`config.mk`:
```
export PLATFORM = sky130hd
export DESIGN_NAME = icmp_probe_reply_classifier
export DESIGN_NICKNAME = d
export VERILOG_FILES = /design/src/ipr_pkg.sv /design/src/ipr_apb_regs.sv /design/src/ipr_parser.sv /design/src/ipr_out_stage.sv /design/src/icmp_probe_reply_classifier.sv
export SDC_FILE = /design/constraint.sdc
export NUM_CORES = 1
export LEC_CHECK = 0
export BUFFER_PORTS_ARGS = -buffer_cell sky130_fd_sc_hd__clkbuf_2
export CORE_AREA = 2 2 189 191
export CTS_CLUSTER_SIZE = 20
export DETAILED_ROUTE_END_ITERATION = 10
export DIE_AREA = 0 0 191 193
export PLACE_DENSITY = 0.57
export SLEW_MARGIN = 25
export SYNTH_ARGS = -nofsm -noshare
export SYNTH_HDL_FRONTEND = slang
export SYNTH_SLANG_ARGS = --single-unit
```
`constraint.sdc`:
```
create_clock -name clk -period 12.32 [get_ports clk]
set_input_delay 0.616 -clock clk [delete_from_list [all_inputs] [get_ports clk]]
set_output_delay 0.616 -clock clk [all_outputs]
set_load 0.05 [all_outputs]
```
`src/ipr_pkg.sv`:
```
// ----------------------------------------------------------------------------
// ipr_pkg
// Shared types and constants for the ICMP probe reply classifier.
// ----------------------------------------------------------------------------
package ipr_pkg;

  localparam int MAX_PACKET_BYTES = 256;
  // byte counter holds 0..MAX_PACKET_BYTES
  localparam int POS_W = $clog2(MAX_PACKET_BYTES + 1);
  // offsets reach header + 8 + 60 + 7, one bit more than the counter covers
  localparam int CMP_W = POS_W + 1;

  localparam int HLEN_W = 6;
  localparam int WORD_W = 16;

  localparam logic [7:0] NIBBLE_MASK        = 8'h0F;
  localparam logic [7:0] TYPE_ECHO_REPLY    = 8'd0;
  localparam logic [7:0] TYPE_UNREACHABLE   = 8'd3;
  localparam logic [7:0] TYPE_TIME_EXCEEDED = 8'd11;
  localparam int         ICMP_HDR_BYTES     = 8;
  localparam int         MIN_IP_HDR_BYTES   = 20;

  // register index, from paddr[2]
  localparam logic REG_IDENT    = 1'b0;
  localparam logic REG_SEQUENCE = 1'b1;
  localparam int   ADDR_W       = 3;

  typedef enum logic [1:0] {
    CLASS_ECHO          = 2'd0,
    CLASS_TIME_EXCEEDED = 2'd1,
    CLASS_UNREACHABLE   = 2'd2,
    CLASS_NOT_OURS      = 2'd3
  } reply_class_t;

  typedef struct packed {
    logic         valid;
    reply_class_t cls;
  } result_t;

endpackage

```
`src/ipr_apb_regs.sv`:
```
// ----------------------------------------------------------------------------
// ipr_apb_regs
// APB register file holding the expected probe identifier and sequence.
// ----------------------------------------------------------------------------
module ipr_apb_regs
  import ipr_pkg::*;
(
  input  logic                clk,
  input  logic                rst_n,
  input  logic                psel,
  input  logic                penable,
  input  logic                pwrite,
  input  logic [ADDR_W-1:0]   paddr,
  input  logic [31:0]         pwdata,
  output logic [31:0]         prdata,
  output logic                pready,
  output logic [WORD_W-1:0]   exp_ident,
  output logic [WORD_W-1:0]   exp_sequence
);

  logic [WORD_W-1:0] ident_r, ident_nxt;
  logic [WORD_W-1:0] seq_r, seq_nxt;
  logic              wr_en;

  assign pready = 1'b1;
  assign wr_en  = psel & penable & pwrite & pready;

  always_comb begin
    ident_nxt = ident_r;
    seq_nxt   = seq_r;
    if (wr_en) begin
      case (paddr[2])
        REG_IDENT:    ident_nxt = pwdata[WORD_W-1:0];
        REG_SEQUENCE: seq_nxt   = pwdata[WORD_W-1:0];
        default:      ;
      endcase
    end
  end

  always_ff @(posedge clk) begin
    if (!rst_n) begin
      ident_r <= '0;
      seq_r   <= '0;
    end else begin
      ident_r <= ident_nxt;
      seq_r   <= seq_nxt;
    end
  end

  always_comb begin
    case (paddr[2])
      REG_IDENT:    prdata = {{(32-WORD_W){1'b0}}, ident_r};
      REG_SEQUENCE: prdata = {{(32-WORD_W){1'b0}}, seq_r};
      default:      prdata = '0;
    endcase
  end

  assign exp_ident    = ident_r;
  assign exp_sequence = seq_r;

endmodule

```
`src/ipr_parser.sv`:
```
// ----------------------------------------------------------------------------
// ipr_parser
// Input register plus the per-byte capture and the end-of-datagram decision.
// ----------------------------------------------------------------------------
module ipr_parser
  import ipr_pkg::*;
(
  input  logic              clk,
  input  logic              rst_n,
  input  logic              in_valid,
  input  logic [7:0]        in_byte,
  input  logic              in_last,
  output logic              in_ready,
  input  logic              slot_free,
  input  logic [WORD_W-1:0] exp_ident,
  input  logic [WORD_W-1:0] exp_sequence,
  output result_t           res
);

  // input register
  logic       iv_r, iv_nxt;
  logic [7:0] ib_r;
  logic       il_r;

  // datagram state
  logic [POS_W-1:0]  pos_r, pos_nxt;
  logic [HLEN_W-1:0] ohl_r, ohl_nxt;
  logic [7:0]        type_r, type_nxt;
  logic [WORD_W-1:0] oid_r, oid_nxt;
  logic [WORD_W-1:0] oseq_r, oseq_nxt;
  logic [HLEN_W-1:0] ihl_r, ihl_nxt;
  logic [WORD_W-1:0] iid_r, iid_nxt;
  logic [WORD_W-1:0] iseq_r, iseq_nxt;

  logic              advance;
  logic              in_acc;
  logic              keep;
  logic [CMP_W-1:0]  posx, hx, ibx, len, avail;
  reply_class_t      cls;

  assign advance  = iv_r & (~il_r | slot_free);
  assign in_ready = ~iv_r | advance;
  assign in_acc   = in_valid & in_ready;

  always_comb begin
    iv_nxt = iv_r;
    if (in_acc)       iv_nxt = 1'b1;
    else if (advance) iv_nxt = 1'b0;
  end

  always_comb begin
    keep     = pos_r < POS_W'(MAX_PACKET_BYTES);
    posx     = CMP_W'(pos_r);
    ohl_nxt  = ohl_r;
    type_nxt = type_r;
    oid_nxt  = oid_r;
    oseq_nxt = oseq_r;
    ihl_nxt  = ihl_r;
    iid_nxt  = iid_r;
    iseq_nxt = iseq_r;
    pos_nxt  = pos_r;
    hx       = '0;
    ibx      = '0;
    if (keep) begin
      if (pos_r == '0) ohl_nxt = {ib_r[3:0] & NIBBLE_MASK[3:0], 2'b00};
      // every capture sees a header length updated by this same byte
      hx = CMP_W'(ohl_nxt);
      if (posx == hx)                         type_nxt = ib_r;
      if (posx == hx + CMP_W'(4))             oid_nxt[15:8]  = ib_r;
      if (posx == hx + CMP_W'(5))             oid_nxt[7:0]   = ib_r;
      if (posx == hx + CMP_W'(6))             oseq_nxt[15:8] = ib_r;
      if (posx == hx + CMP_W'(7))             oseq_nxt[7:0]  = ib_r;
      if (posx == hx + CMP_W'(ICMP_HDR_BYTES))
        ihl_nxt = {ib_r[3:0] & NIBBLE_MASK[3:0], 2'b00};
      ibx = hx + CMP_W'(ICMP_HDR_BYTES) + CMP_W'(ihl_nxt);
      if (posx == ibx + CMP_W'(4))            iid_nxt[15:8]  = ib_r;
      if (posx == ibx + CMP_W'(5))            iid_nxt[7:0]   = ib_r;
      if (posx == ibx + CMP_W'(6))            iseq_nxt[15:8] = ib_r;
      if (posx == ibx + CMP_W'(7))            iseq_nxt[7:0]  = ib_r;
      pos_nxt = pos_r + POS_W'(1);
    end
  end

  // decision over the state including the marked byte
  always_comb begin
    len   = CMP_W'(pos_nxt);
    avail = len - CMP_W'(ohl_nxt) - CMP_W'(ICMP_HDR_BYTES);
    cls   = CLASS_NOT_OURS;
    if (len >= CMP_W'(MIN_IP_HDR_BYTES + ICMP_HDR_BYTES) &&
        len >= CMP_W'(ohl_nxt) + CMP_W'(ICMP_HDR_BYTES)) begin
      if (type_nxt == TYPE_ECHO_REPLY) begin
        if (oid_nxt == exp_ident && oseq_nxt == exp_sequence) cls = CLASS_ECHO;
      end else if (type_nxt == TYPE_TIME_EXCEEDED || type_nxt == TYPE_UNREACHABLE) begin
        if (avail >= CMP_W'(MIN_IP_HDR_BYTES + ICMP_HDR_BYTES) &&
            avail >= CMP_W'(ihl_nxt) + CMP_W'(ICMP_HDR_BYTES) &&
            iid_nxt == exp_ident && iseq_nxt == exp_sequence) begin
          cls = (type_nxt == TYPE_TIME_EXCEEDED) ? CLASS_TIME_EXCEEDED
                                                 : CLASS_UNREACHABLE;
        end
      end
    end
  end

  assign res.valid = advance & il_r;
  assign res.cls   = cls;

  always_ff @(posedge clk) begin
    if (in_acc) begin
      ib_r <= in_byte;
      il_r <= in_last;
    end
  end

  always_ff @(posedge clk) begin
    if (!rst_n) begin
      iv_r   <= 1'b0;
      pos_r  <= '0;
      ohl_r  <= '0;
      type_r <= '0;
      oid_r  <= '0;
      oseq_r <= '0;
      ihl_r  <= '0;
      iid_r  <= '0;
      iseq_r <= '0;
    end else begin
      iv_r <= iv_nxt;
      if (advance) begin
        if (il_r) begin
          // datagram done: start clean
          pos_r  <= '0;
          ohl_r  <= '0;
          type_r <= '0;
          oid_r  <= '0;
          oseq_r <= '0;
          ihl_r  <= '0;
          iid_r  <= '0;
          iseq_r <= '0;
        end else begin
          pos_r  <= pos_nxt;
          ohl_r  <= ohl_nxt;
          type_r <= type_nxt;
          oid_r  <= oid_nxt;
          oseq_r <= oseq_nxt;
          ihl_r  <= ihl_nxt;
          iid_r  <= iid_nxt;
          iseq_r <= iseq_nxt;
        end
      end
    end
  end

  a_pos_bounded: assert property (@(posedge clk) disable iff (!rst_n)
    pos_r <= POS_W'(MAX_PACKET_BYTES))
    else $error("byte counter past buffer size");

  a_hlen_aligned: assert property (@(posedge clk) disable iff (!rst_n)
    ohl_r[1:0] == 2'b00 && ihl_r[1:0] == 2'b00)
    else $error("header length not a multiple of four");

  a_clear_after_last: assert property (@(posedge clk) disable iff (!rst_n)
    advance && il_r |=> pos_r == '0 && ohl_r == '0)
    else $error("state not cleared after last beat");

  a_result_only_on_last: assert property (@(posedge clk) disable iff (!rst_n)
    res.valid |-> iv_r && il_r && slot_free)
    else $error("result without a last beat");

endmodule

```
`src/ipr_out_stage.sv`:
```
// ----------------------------------------------------------------------------
// ipr_out_stage
// Result register feeding the master-side stream.
// ----------------------------------------------------------------------------
module ipr_out_stage
  import ipr_pkg::*;
(
  input  logic         clk,
  input  logic         rst_n,
  input  result_t      res,
  output logic         slot_free,
  output logic         out_valid,
  input  logic         out_ready,
  output reply_class_t out_cls
);

  logic         ov_r, ov_nxt;
  reply_class_t cls_r;

  assign slot_free = ~ov_r | out_ready;

  always_comb begin
    ov_nxt = ov_r;
    if (res.valid)      ov_nxt = 1'b1;
    else if (out_ready) ov_nxt = 1'b0;
  end

  always_ff @(posedge clk) begin
    if (res.valid) cls_r <= res.cls;
  end

  always_ff @(posedge clk) begin
    if (!rst_n) ov_r <= 1'b0;
    else        ov_r <= ov_nxt;
  end

  assign out_valid = ov_r;
  assign out_cls   = cls_r;

endmodule

```
`src/icmp_probe_reply_classifier.sv`:
```
// ----------------------------------------------------------------------------
// icmp_probe_reply_classifier
// Classifies a received IPv4 datagram as a reply to our ICMP probe.
// ----------------------------------------------------------------------------
// Usage:
//   The datagram enters on the in_ stream, one byte per beat, starting at the
//   IPv4 header; in_tlast marks its final byte. Only a last beat produces a
//   result beat on the out_ stream, carrying the two-bit class.
//   expected_ident (0x0) and expected_sequence (0x4) are set over APB while
//   the block is idle.
//   A last byte passes the input register, then the result register, to
//   out_tvalid. Throughput is one byte per cycle unless a last byte waits
//   for the result slot; bytes pass the input register, then capture logic.
//   Reset clears the datagram state, both registers and both valid flags.
//   When out_tready is low and a result waits, non-last bytes keep flowing;
//   a further last byte holds in the input register until the result is
//   taken, and in_tready drops behind it.
// ----------------------------------------------------------------------------
module icmp_probe_reply_classifier
  import ipr_pkg::*;
(
  input  logic              clk,
  input  logic              rst_n,
  input  logic              in_tvalid,
  output logic              in_tready,
  input  logic [7:0]        in_tdata,   // [7:0] packet_byte
  input  logic              in_tlast,
  output logic              out_tvalid,
  input  logic              out_tready,
  output logic [7:0]        out_tdata,  // [1:0] reply_class, rest zero
  input  logic              psel,
  input  logic              penable,
  input  logic              pwrite,
  input  logic [ADDR_W-1:0] paddr,
  input  logic [31:0]       pwdata,
  output logic [31:0]       prdata,
  output logic              pready
);

  logic [WORD_W-1:0] exp_ident;
  logic [WORD_W-1:0] exp_sequence;
  logic              slot_free;
  result_t           res;
  reply_class_t      out_cls;

  ipr_apb_regs u_regs (
    .clk          (clk),
    .rst_n        (rst_n),
    .psel         (psel),
    .penable      (penable),
    .pwrite       (pwrite),
    .paddr        (paddr),
    .pwdata       (pwdata),
    .prdata       (prdata),
    .pready       (pready),
    .exp_ident    (exp_ident),
    .exp_sequence (exp_sequence)
  );

  ipr_parser u_parser (
    .clk          (clk),
    .rst_n        (rst_n),
    .in_valid     (in_tvalid),
    .in_byte      (in_tdata),
    .in_last      (in_tlast),
    .in_ready     (in_tready),
    .slot_free    (slot_free),
    .exp_ident    (exp_ident),
    .exp_sequence (exp_sequence),
    .res          (res)
  );

  ipr_out_stage u_out (
    .clk       (clk),
    .rst_n     (rst_n),
    .res       (res),
    .slot_free (slot_free),
    .out_valid (out_tvalid),
    .out_ready (out_tready),
    .out_cls   (out_cls)
  );

  assign out_tdata = {6'b0, out_cls};

endmodule
```
==> impl_metrics.py, run 1 <==
metrics = {
    "pwr": {
        "p_int_uw": 806.6,
        "p_leak_uw": 0.004333,
        "p_seq_share_pct": 39.4,
        "pwr-share-clk_pct": 43.2,
        "peakVddDrop_mv": 0.08194,
        "pwr-share-comb_pct": 17.4,
        "cellPowerDensity_mw_per_mm2": 104.1,
        "power_switching_uw": 389.4,
        "p_sw_share_pct": 32.56,
    },
    "critical_path": {
        "crit_fanout": 15,
        "path_class": "register to register",
        "startpoint_type": "register",
        "cp_data_required_time_ns": 12.50,
        "reg2regPathDepth": 26,
        "r2r_setup_slack_ns": 2.91,
        "r2r_start": "u_parser.pos_r[4]$_SDFFE_PN0P_",
        "cp.arrival_ns": 9.60,
        "endpoint_kind": "register",
        "regToRegEndpoint": "u_out.out_cls[1]$_SDFFCE_PN1P_",
    },
    "synthesis": {
        "synth_cell_types": 83,
        "synth.top_cell.area_share_pct": 24.56,
        "synth_area_leaders": "dfxtp_1, a22oi_1, nor2b_1",
        "netlist_instances": 1292,
        "yosys_warnings": 0,
        "synthesis.area_sq_mm": 0.01035,
        "yosysSeqAreaShare_pct": 27.75,
        "synth_top_area_cell": "dfxtp_1",
        "syn_avg_cell_area_sq_um": 8.014,
        "postSynthRegisterBits": 138,
        "ys_async_sr_fraction_pct": 0,
        "synth_common_cells": "dfxtp_1, nand2_1, nor2b_1, a22oi_1, inv_1",
        "synth_edf_count": 11,
        "synth_ff_type": "dfxtp_1",
        "post-synth-top-count-cell": "dfxtp_1",
    },
    "status": {
        "status": "finished clean",
    },
    "global_routing": {
        "grt_antenna_before_repair": 0,
        "grt.busiest_layer": "met2",
        "grt_pass1_vias": 9060,
        "met2_usage_pct": 31.44,
        "grtUsageMet1_pct": 24.75,
        "grt_max_degree": 91,
        "use_met3_pct": 2.842,
        "grt_pass1_wl_mm": 53.32,
        "grt_use_total_pct": 18.95,
        "grt_overflow": 0,
    },
    "cells_and_area": {
        "n_fill_cell": 3748,
        "nets": 1403,
        "drive_gt1_share_pct": 10.12,
        "multi_input_area_sq_mm": 0.006815,
        "final_cell_count_no_fill": 1775,
        "num_antenna_cells": 0,
        "area_delta_synth_final_pct": 10.97,
        "regArea_sq_mm": 0.002873,
    },
    "clocking": {
        "clk_latency_ns": 0.44,
        "post_cts_buffers": 0,
        "clkTransAtPathRegs_ns": 0.07,
        "cts_num_sinks": 138,
        "cts_max_level": 4,
        "cts_buffer_depth": 2,
        "cts_hold_buf": 0,
        "cts_made_buffers": 17,
        "cts_resized": 0,
        "cts_tree": "done",
        "cts-root-buf": "clkbuf_16",
    },
    "drt": {
        "vias_per_cell": 5.444,
        "vias": 9663,
        "drc": 0,
        "routed_wl_mm": 34.83,
        "drt_first_pass_iters": 6,
        "final_antenna_net_count": 0,
        "wl_per_cell_um": 19.62,
        "drtIter0Drc": 993,
    },
    "floorplan": {
        "std_cell_rows": 69,
        "core-area_sq_mm": 0.03496,
        "die_h_um": 193,
        "die_w_um": 191,
        "fp.dieArea_sq_mm": 0.03686,
        "io-pin-count": 94,
        "start_util_pct": 29.61,
    },
    "worst_hold_path": {
        "hold_depth": 1,
        "hp-class": "primary input to register",
        "hold_end": "u_parser.ib_r[4]$_DFFE_PP_",
        "hold_path.startpoint": "in_tdata[4]",
    },
    "sta": {
        "final_hold_viol_count": 0,
        "fin_worst_skew_ns": 0.01430,
        "grt_setup_unrepaired": "no",
        "min_period_ns": 9.412,
        "setup_violations": 0,
        "period_share_pct": 76.40,
        "setup_tns_ns": 0,
        "tightestPinTransition_ns": 1.177,
        "report.final.slew_viol_count": 0,
        "fmax_mhz": 106.2,
        "relSlewSlack_pct": 21.27,
    },
    "flow_run": {
        "maxCapViolCount": 0,
    },
    "placement": {
        "place_inst": 1743,
        "place.gp.congestion": 0.9163,
        "dp.final_hpwl_mm": 25.37,
        "io_buffers": 52,
    },
}
layout by cell type (no fill, tap or decap), types with 6 or more instances in the layout:
master	netlist	final
a21o_1	9	9
clkbuf_2	1	51
edfxtp_1	11	11
nand4_1	13	13
nor2_1	52	48
nor3b_1	6	6
and3_1	8	8
o221ai_1	6	6
nand3_1	26	26
conb_1	2	23
ha_1	47	47
and2_1	11	10
xor2_1	41	41
nand4b_1	6	6
inv_1	84	84
mux2_2	11	11
a22oi_1	84	84
or3_1	9	9
o22ai_1	15	15
o21ai_0	55	55
dfxtp_1	127	127
o31ai_1	7	7
a21oi_1	51	51
nor2b_1	95	95
clkbuf_16	0	18
o21ai_1	8	8
nand2b_1	12	12
a31oi_1	13	12
mux2i_1	34	34
nor4_1	12	11
o211ai_1	7	7
buf_4	23	8
xnor2_1	51	51
a21boi_0	37	37
nor3_1	37	37
nand2_1	125	125
power by group through the flow:
stage | clock network [uW] | registers, uW | logic [uW]
after floorplan | 0 | 471 | 162
after global placement | 0 | 481 | 203
after detailed placement | 0 | 481 | 205
after CTS | 524 | 471 | 206
after global routing | 544 | 472 | 227
final | 517 | 471 | 208
kinds of logic after synthesis:
group           share of synthesized area [%]
simple gates                            21.99
compound gates                          23.09
buf+inv                                 7.420
flops                                   27.75
xor+xnor                                8.375
fa+ha+maj                               6.453
mux                                     4.846
other cells                           0.07253
flip-flops by register name (all words and copies together) (netlist names):
name / flops
u_parser.oseq_r: 16
u_parser.ohl_r: 6
u_out.out_cls: 2
u_parser.iv_r: 1
u_parser.ihl_r: 6
u_parser.pos_r: 9
u_regs.exp_sequence: 16
u_regs.exp_ident: 16
u_parser.il_r: 1
u_parser.type_r: 8
u_parser.oid_r: 16
u_parser.ib_r: 8
u_parser.iseq_r: 16
u_out.out_valid: 1
u_parser.iid_r: 16
how the worst max path moves through the flow:
stage / startpoint / end / slack (ns) / depth (start not counted)
after detailed placement: u_parser.pos_r[4]$_SDFFE_PN0P_ / u_out.out_cls[0]$_SDFFCE_PN1P_ / 3.24 / 26
after global placement: u_parser.pos_r[4]$_SDFFE_PN0P_ / u_out.out_cls[0]$_SDFFCE_PN1P_ / 3.29 / 26
after floorplan: u_parser.pos_r[2]$_SDFFE_PN0P_ / u_out.out_cls[0]$_SDFFCE_PN1P_ / 4.97 / 30
after global routing: u_parser.pos_r[4]$_SDFFE_PN0P_ / u_out.out_cls[1]$_SDFFCE_PN1P_ / 2.29 / 26
after CTS: u_parser.pos_r[4]$_SDFFE_PN0P_ / u_out.out_cls[0]$_SDFFCE_PN1P_ / 3.15 / 26
final: u_parser.pos_r[4]$_SDFFE_PN0P_ / u_out.out_cls[1]$_SDFFCE_PN1P_ / 2.91 / 26
metal layers:
layer | share of wire (%) | up-vias | wire [um]
met3 | 6.8 | 73 | 2368
met4 | 3.1 | 0 | 1086
li1 | - | 4577 | -
met1 | 44 | 4586 | 15220
met5 | 0 | - | 0
met2 | 46 | 427 | 16150
per-stage QoR:
step           utilization (%)  worst slack, ns  hold WS (ns)  total power [uW]  instance area [sq um]
3_3_place_gp             31.16            3.290        0.4397             683.9                  10890
4_1_cts                  32.84            3.149        0.3337              1200                  11480
5_1_grt                  32.86            2.291        0.3313              1242                  11490
6_report                 32.86            2.908        0.3451              1196                  11490
3_5_place_dp             31.19            3.236        0.4325             686.0                  10900
2_1_floorplan                -            4.969        0.4122             633.7                  10430
cell type report:
class / instances / area share, %
multi-input combinational: 997 / 59.32
sequential: 138 / 25.00
tap: 461 / 5.020
clock buffer: 19 / 3.953
inverter: 87 / 2.842
timing repair buffer: 60 / 2.788
clock inverter: 13 / 1.078
critical path: stages (launching register included):
cell and delay, ns:
dfxtp_1 0.53, or4_1 0.65, o31ai_1 0.55, o21ai_0 0.36
ha_1 0.44, xor2_1 0.16, nor2_1 0.13, nand3_1 0.07
or3_1 0.54, nand2_1 0.13, o21ai_0 0.18, ha_1 0.30
a211oi_1 0.48, o21ba_2 0.22, or2_0 0.41, inv_1 0.27
ha_1 0.29, a21oi_1 0.21, xnor2_1 0.09, nor4_1 0.44
o211ai_1 0.31, nor2_1 0.77, mux2i_1 0.31, xor2_1 0.18
o2111ai_1 0.11, or4_1 0.67, o31a_1 0.35
Power figures use the tool's default switching activity.
==> run 2: changes to the inputs <==
Settings changed: ABC_AREA set to 1, CORE_AREA 2 2 189 191 to 2 2 193 195, DIE_AREA 0 0 191 193 to 0 0 195 197, PLACE_DENSITY 0.57 to 0.58.
Clock period 12.32 ns to 8.4 ns, I/O delays scaled along.
==> run 2 against run 1 <==
Compared with the run above: area after synthesis increased by 3.7%; clock skew decreased by 0.0058 ns; combinational power increased by 98%; sequential share of layout area decreased by 0.95 points; clock power increased by 49%; register-to-register slack got worse by 2.0 ns; non-clock buffer count increased by 5; critical endpoint unchanged; first-iteration DRC count decreased by 9.9%; maximum frequency increased by 25%.
==> impl_metrics.py, run 2 <==
metrics = {
    "drt": {
        "routed_wl_mm": 35.72,
        "drt_first_pass_iters": 5,
        "wl_per_cell_um": 15.74,
        "vias_per_cell": 4.882,
        "drtIter0Drc": 895,
        "vias": 11080,
        "drc": 0,
        "final_antenna_net_count": 0,
    },
    "clocking": {
        "cts_tree": "done",
        "cts_max_level": 4,
        "clkTransAtPathRegs_ns": 0.06,
        "clk_latency_ns": 0.44,
        "cts-root-buf": "clkbuf_16",
        "cts_made_buffers": 17,
        "cts_hold_buf": 0,
        "cts_buffer_depth": 2,
        "cts_num_sinks": 138,
    },
    "sta": {
        "setup_violations": 0,
        "report.final.slew_viol_count": 0,
        "grt_setup_unrepaired": "no",
        "tightestPinTransition_ns": 0.9884,
        "fin_worst_skew_ns": 0.008513,
        "period_share_pct": 89.60,
        "min_period_ns": 7.526,
        "fmax_mhz": 132.9,
        "relSlewSlack_pct": 34.11,
        "final_hold_viol_count": 0,
        "setup_tns_ns": 0,
    },
    "cells_and_area": {
        "fin_util_pct": 32.94,
        "nets": 1892,
        "regArea_sq_mm": 0.002873,
        "n_fill_cell": 4034,
        "area_delta_synth_final_pct": 11.22,
        "drive_gt1_share_pct": 9.273,
        "num_antenna_cells": 0,
        "final_common_cell": "nand2_1",
        "final_area_sq_mm": 0.01195,
        "mostFrequentLayoutCells": "nand2_1, inv_1, nand3_1, a21oi_1, dfxtp_1",
        "multi_input_area_sq_mm": 0.006641,
    },
    "synthesis": {
        "synth_area_leaders": "dfxtp_1, nand2_1, nand3_1",
        "post-synth-top-count-cell": "nand2_1",
        "netlist_instances": 1761,
        "postSynthRegisterBits": 138,
        "synth_edf_count": 11,
        "syn_avg_cell_area_sq_um": 6.099,
        "synth_cell_types": 56,
        "synth.top_cell.area_share_pct": 23.67,
        "synth_common_cells": "nand2_1, inv_1, nand3_1, a21oi_1, dfxtp_1",
        "synth_ff_type": "dfxtp_1",
        "yosysSeqAreaShare_pct": 26.75,
        "ys_async_sr_fraction_pct": 0,
        "yosys_warnings": 0,
        "synth_top_area_cell": "dfxtp_1",
        "synthesis.area_sq_mm": 0.01074,
    },
    "global_routing": {
        "grt_pass1_wl_mm": 54.96,
        "grt_antenna_before_repair": 1,
        "grt_use_total_pct": 18.50,
        "grt_max_degree": 90,
        "grt_pass1_vias": 10030,
        "grt_overflow": 0,
    },
    "critical_path": {
        "cpLargestDelayFamily": "simple AND/OR/NAND/NOR gates",
        "cp.arrival_ns": 7.71,
        "startpoint_type": "register",
        "path_class": "register to register",
        "cpPeakStageDelay_ns": 0.40,
        "cpMostUsedCell": "nand2_1",
        "crit_fanout": 14,
        "worst-path-buf-inv": 6,
        "crit_slowest_cell": "ha_1",
        "cp_data_required_time_ns": 8.58,
        "endpoint_kind": "register",
    },
    "floorplan": {
        "die_w_um": 195,
        "std_cell_rows": 70,
        "fp.dieArea_sq_mm": 0.03842,
        "io-pin-count": 94,
        "start_util_pct": 29.62,
        "core-area_sq_mm": 0.03626,
        "die_h_um": 197,
    },
    "pwr": {
        "p_sw_share_pct": 33.28,
        "pwr-share-clk_pct": 41.1,
        "p_seq_share_pct": 36.9,
        "fin_total_pwr_uw": 1870,
        "pwr-share-comb_pct": 22.1,
        "p_int_uw": 1248,
        "peakVddDrop_mv": 0.1253,
        "cellPowerDensity_mw_per_mm2": 156.6,
        "p_leak_uw": 0.005554,
        "power_switching_uw": 622.5,
    },
    "placement": {
        "placed_area_sq_mm": 0.01135,
        "io_buffers": 52,
        "place.gp.congestion": 0.9108,
        "dp.final_hpwl_mm": 26.63,
    },
    "worst_hold_path": {
        "hp-class": "primary input to register",
    },
    "flow_run": {
        "maxCapViolCount": 0,
    },
    "status": {
        "status": "finished clean",
    },
}
[run 2: cell count changes after synthesis, sizes merged, moves of 30 or more]
cell,previous run,this run
mux2i,34,0
inv,85,231
a22oi,84,0
a21oi,51,132
nor3,39,9
nor2b,95,0
o21ai,63,96
nand3,26,181
a21boi,37,1
nand2,126,632
xnor2,52,6
nor2,53,107
[run 2: cell type report]
type	count	share of cell area, %
multi-input cells	1333	55.60
flip-flops and latches	138	24.05
inverters	235	7.531
well taps	468	4.902
clock buffers	21	3.938
repair buffers	65	3.027
clock inverters	9	0.9532
[run 2: path summary, 6_finish.rpt]
path | startpoint | to | slack (ns) | cells past startpoint
setup reg to reg | u_parser.pos_r[0]$_SDFFE_PN0P_ | u_out.out_cls[1]$_SDFFCE_PN1P_ | 0.87 | 44
hold / removal | in_tdata[3] | u_parser.ib_r[3]$_DFFE_PP_ | 0.15 | 1
setup / recovery | u_parser.pos_r[0]$_SDFFE_PN0P_ | u_out.out_cls[1]$_SDFFCE_PN1P_ | 0.87 | 44
hold reg to reg | u_parser.ihl_r[0]$_SDFFE_PN0P_ | u_parser.ihl_r[0]$_SDFFE_PN0P_ | 0.44 | 2
[run 2: metal layers]
layer / share of wire (%) / vias up / global-route usage (%)
met5: 0.031 / - / 0
met4: 4.9 / 2 / 9.811
met3: 5.4 / 86 / 2.943
met2: 46 / 331 / 30.24
met1: 44 / 5036 / 23.50
li1: - / 5622 / -
[run 2: power by group through the flow]
stage	Clock [uW]	Combinational [uW]	Sequential, uW
2_1_floorplan	0	312	697
3_3_place_gp	0	402	703
3_5_place_dp	0	407	704
4_1_cts	780	409	689
5_1_grt	808	460	690
6_report	768	412	689
[run 2: cell families after synthesis]
group                      after synthesis  share of synthesized area (%)
and+or+nand+nor                        966                          38.75
buffers and inverters                  311                          12.29
AOI/OAI and AO/OA                      255                          12.62
DFF                                    138                          26.75
adders and majority gates               51                          6.221
xor gates and xnor gates                38                          3.308
other                                    2                        0.06992
[run 2: what timing repair did]
action / 4_1_cts / 5_1_grt
setup buffers: 0 / 0
resized for setup: 0 / 1
endpoints found under the setup margin: 0 / 2
hold endpoints to repair: 0 / 0
[run 2: through the flow]
stage	hold WS (ns)	std cells	worst slack (ns)
5_1_grt	0.1460	2269	0.08627
6_report	0.1537	2269	0.8738
3_3_place_gp	0.4270	2239	0.9533
4_1_cts	0.1431	2269	0.7744
3_5_place_dp	0.4328	2239	0.8380
2_1_floorplan	0.4133	1782	2.437
==> run 3: changes to the inputs <==
Settings changed: CORE_AREA 2 2 193 195 to 2 2 137 273, DIE_AREA 0 0 195 197 to 0 0 139 275, MAX_ROUTING_LAYER set to met4.
==> run 3 against run 2 <==
Compared with the run above: total power is 0.26% lower; final area is 0.45% lower; setup slack worse by 0.12 ns; register-to-register slack worse by 0.12 ns; global-route usage is 0.50 points higher; wire length is 1.6% lower; critical path type unchanged; critical endpoint unchanged; highest routed layer is now met4.
==> impl_metrics.py, run 3 (synthesis results as in run 2) <==
metrics = {
    "clocking": {
        "cts_tree": "done",
        "clkTransAtPathRegs_ns": 0.06,
        "cts_max_level": 4,
        "cts_made_buffers": 17,
        "cts_buffer_depth": 2,
        "cts_num_sinks": 138,
        "clk_latency_ns": 0.45,
        "cts_resized": 0,
        "cts-root-buf": "clkbuf_16",
        "post_cts_buffers": 0,
        "cts_hold_buf": 0,
    },
    "critical_path": {
        "worst-path-buf-inv": 5,
        "cpLargestDelayFamily": "simple AND/OR/NAND/NOR gates",
        "cp_data_required_time_ns": 8.59,
        "crit_slowest_cell": "dfxtp_1",
        "path_class": "register to register",
        "cp.arrival_ns": 7.83,
        "cpMostUsedCell": "nand2_1",
        "endpoint_kind": "register",
        "crit_fanout": 14,
        "cpPeakStageDelay_ns": 0.52,
        "startpoint_type": "register",
    },
    "drt": {
        "routed_wl_mm": 35.16,
        "vias": 10930,
        "vias_per_cell": 4.854,
        "drt_first_pass_iters": 8,
        "drc": 0,
        "drtIter0Drc": 811,
        "final_antenna_net_count": 0,
        "wl_per_cell_um": 15.62,
    },
    "cells_and_area": {
        "n_fill_cell": 4064,
        "area_delta_synth_final_pct": 10.72,
        "nets": 1887,
        "final_area_sq_mm": 0.01189,
        "num_antenna_cells": 0,
        "mostFrequentLayoutCells": "nand2_1, inv_1, nand3_1, a21oi_1, dfxtp_1",
        "final_cell_count_no_fill": 2251,
        "final_common_cell": "nand2_1",
        "drive_gt1_share_pct": 8.959,
    },
    "placement": {
        "place_inst": 2220,
        "place.gp.congestion": 0.9119,
        "io_buffers": 52,
        "dp.final_hpwl_mm": 26.10,
        "placed_area_sq_mm": 0.01130,
    },
    "floorplan": {
        "io-pin-count": 94,
        "std_cell_rows": 99,
        "die_w_um": 139,
        "core-area_sq_mm": 0.03617,
        "start_util_pct": 29.69,
        "fp.dieArea_sq_mm": 0.03823,
        "die_h_um": 275,
    },
    "pwr": {
        "cellPowerDensity_mw_per_mm2": 156.9,
        "p_leak_uw": 0.005532,
        "peakVddDrop_mv": 0.1499,
    },
    "worst_hold_path": {
        "hp-class": "primary input to register",
    },
    "sta": {
        "min_period_ns": 7.644,
        "setup_tns_ns": 0,
        "fin_worst_skew_ns": 0.01270,
        "fmax_mhz": 130.8,
        "report.final.slew_viol_count": 0,
        "tightestPinTransition_ns": 1.050,
        "final_hold_viol_count": 0,
        "setup_violations": 0,
        "holdWs_ns": 0.1507,
        "relSlewSlack_pct": 29.94,
        "grt_setup_unrepaired": "no",
        "period_share_pct": 91.00,
    },
    "global_routing": {
        "grt_antenna_before_repair": 0,
        "grt_pass1_vias": 10100,
        "grt_overflow": 0,
        "grt_max_degree": 90,
        "grt_pass1_wl_mm": 55.31,
        "grt_use_total_pct": 19.01,
    },
    "status": {
        "status": "finished clean",
    },
    "flow_run": {
        "maxCapViolCount": 0,
    },
}
==> run 3: final timing paths <==
path	start	endpoint	slack, ns	depth (start not counted)
worst min-delay path	in_tdata[5]	u_parser.ib_r[5]$_DFFE_PP_	0.15	1
worst min register to register	u_parser.ihl_r[0]$_SDFFE_PN0P_	u_parser.ihl_r[0]$_SDFFE_PN0P_	0.44	2
worst max-delay path	u_parser.pos_r[1]$_SDFFE_PN0P_	u_out.out_cls[1]$_SDFFCE_PN1P_	0.76	43
worst max register to register	u_parser.pos_r[1]$_SDFFE_PN0P_	u_out.out_cls[1]$_SDFFCE_PN1P_	0.76	43
==> run 3: area by class of cell <==
| class | count | area (sq um) | area share [%] |
|---|---|---|---|
| Clock inverter | 8 | 80.08 | 0.6734 |
| Inverter | 235 | 899.6 | 7.565 |
| Sequential cell | 138 | 2873 | 24.16 |
| Multi-Input combinational cell | 1333 | 6636 | 55.81 |
| Clock buffer | 23 | 510.5 | 4.293 |
| Timing Repair Buffer | 60 | 324.1 | 2.725 |
| Tap cell | 454 | 568.0 | 4.777 |
==> run 3: report_power, final <==
group          internal [uW]  total (uW)  switching (uW)
logic                    113         404             291
registers                674         692            17.9
clock network            458         769             311
==> run 3: per-layer routing <==
metal  routed length, um  GRT usage (%)  part of all wire [%]
met5                   0              -                     0
met4                 829          6.007                   2.4
met3                1892          2.402                   5.4
met2               16370          30.87                    47
met1               16070          24.64                    46
==> run 3: stage by stage <==
step	setup slack (ns)	total power [uW]	util, %
3_3_place_gp	0.9055	1106	31.23
6_report	0.7561	1865	32.88
3_5_place_dp	0.8048	1108	31.23
4_1_cts	0.7404	1879	32.87
5_1_grt	0.01566	1953	32.88
2_1_floorplan	2.437	1008	-
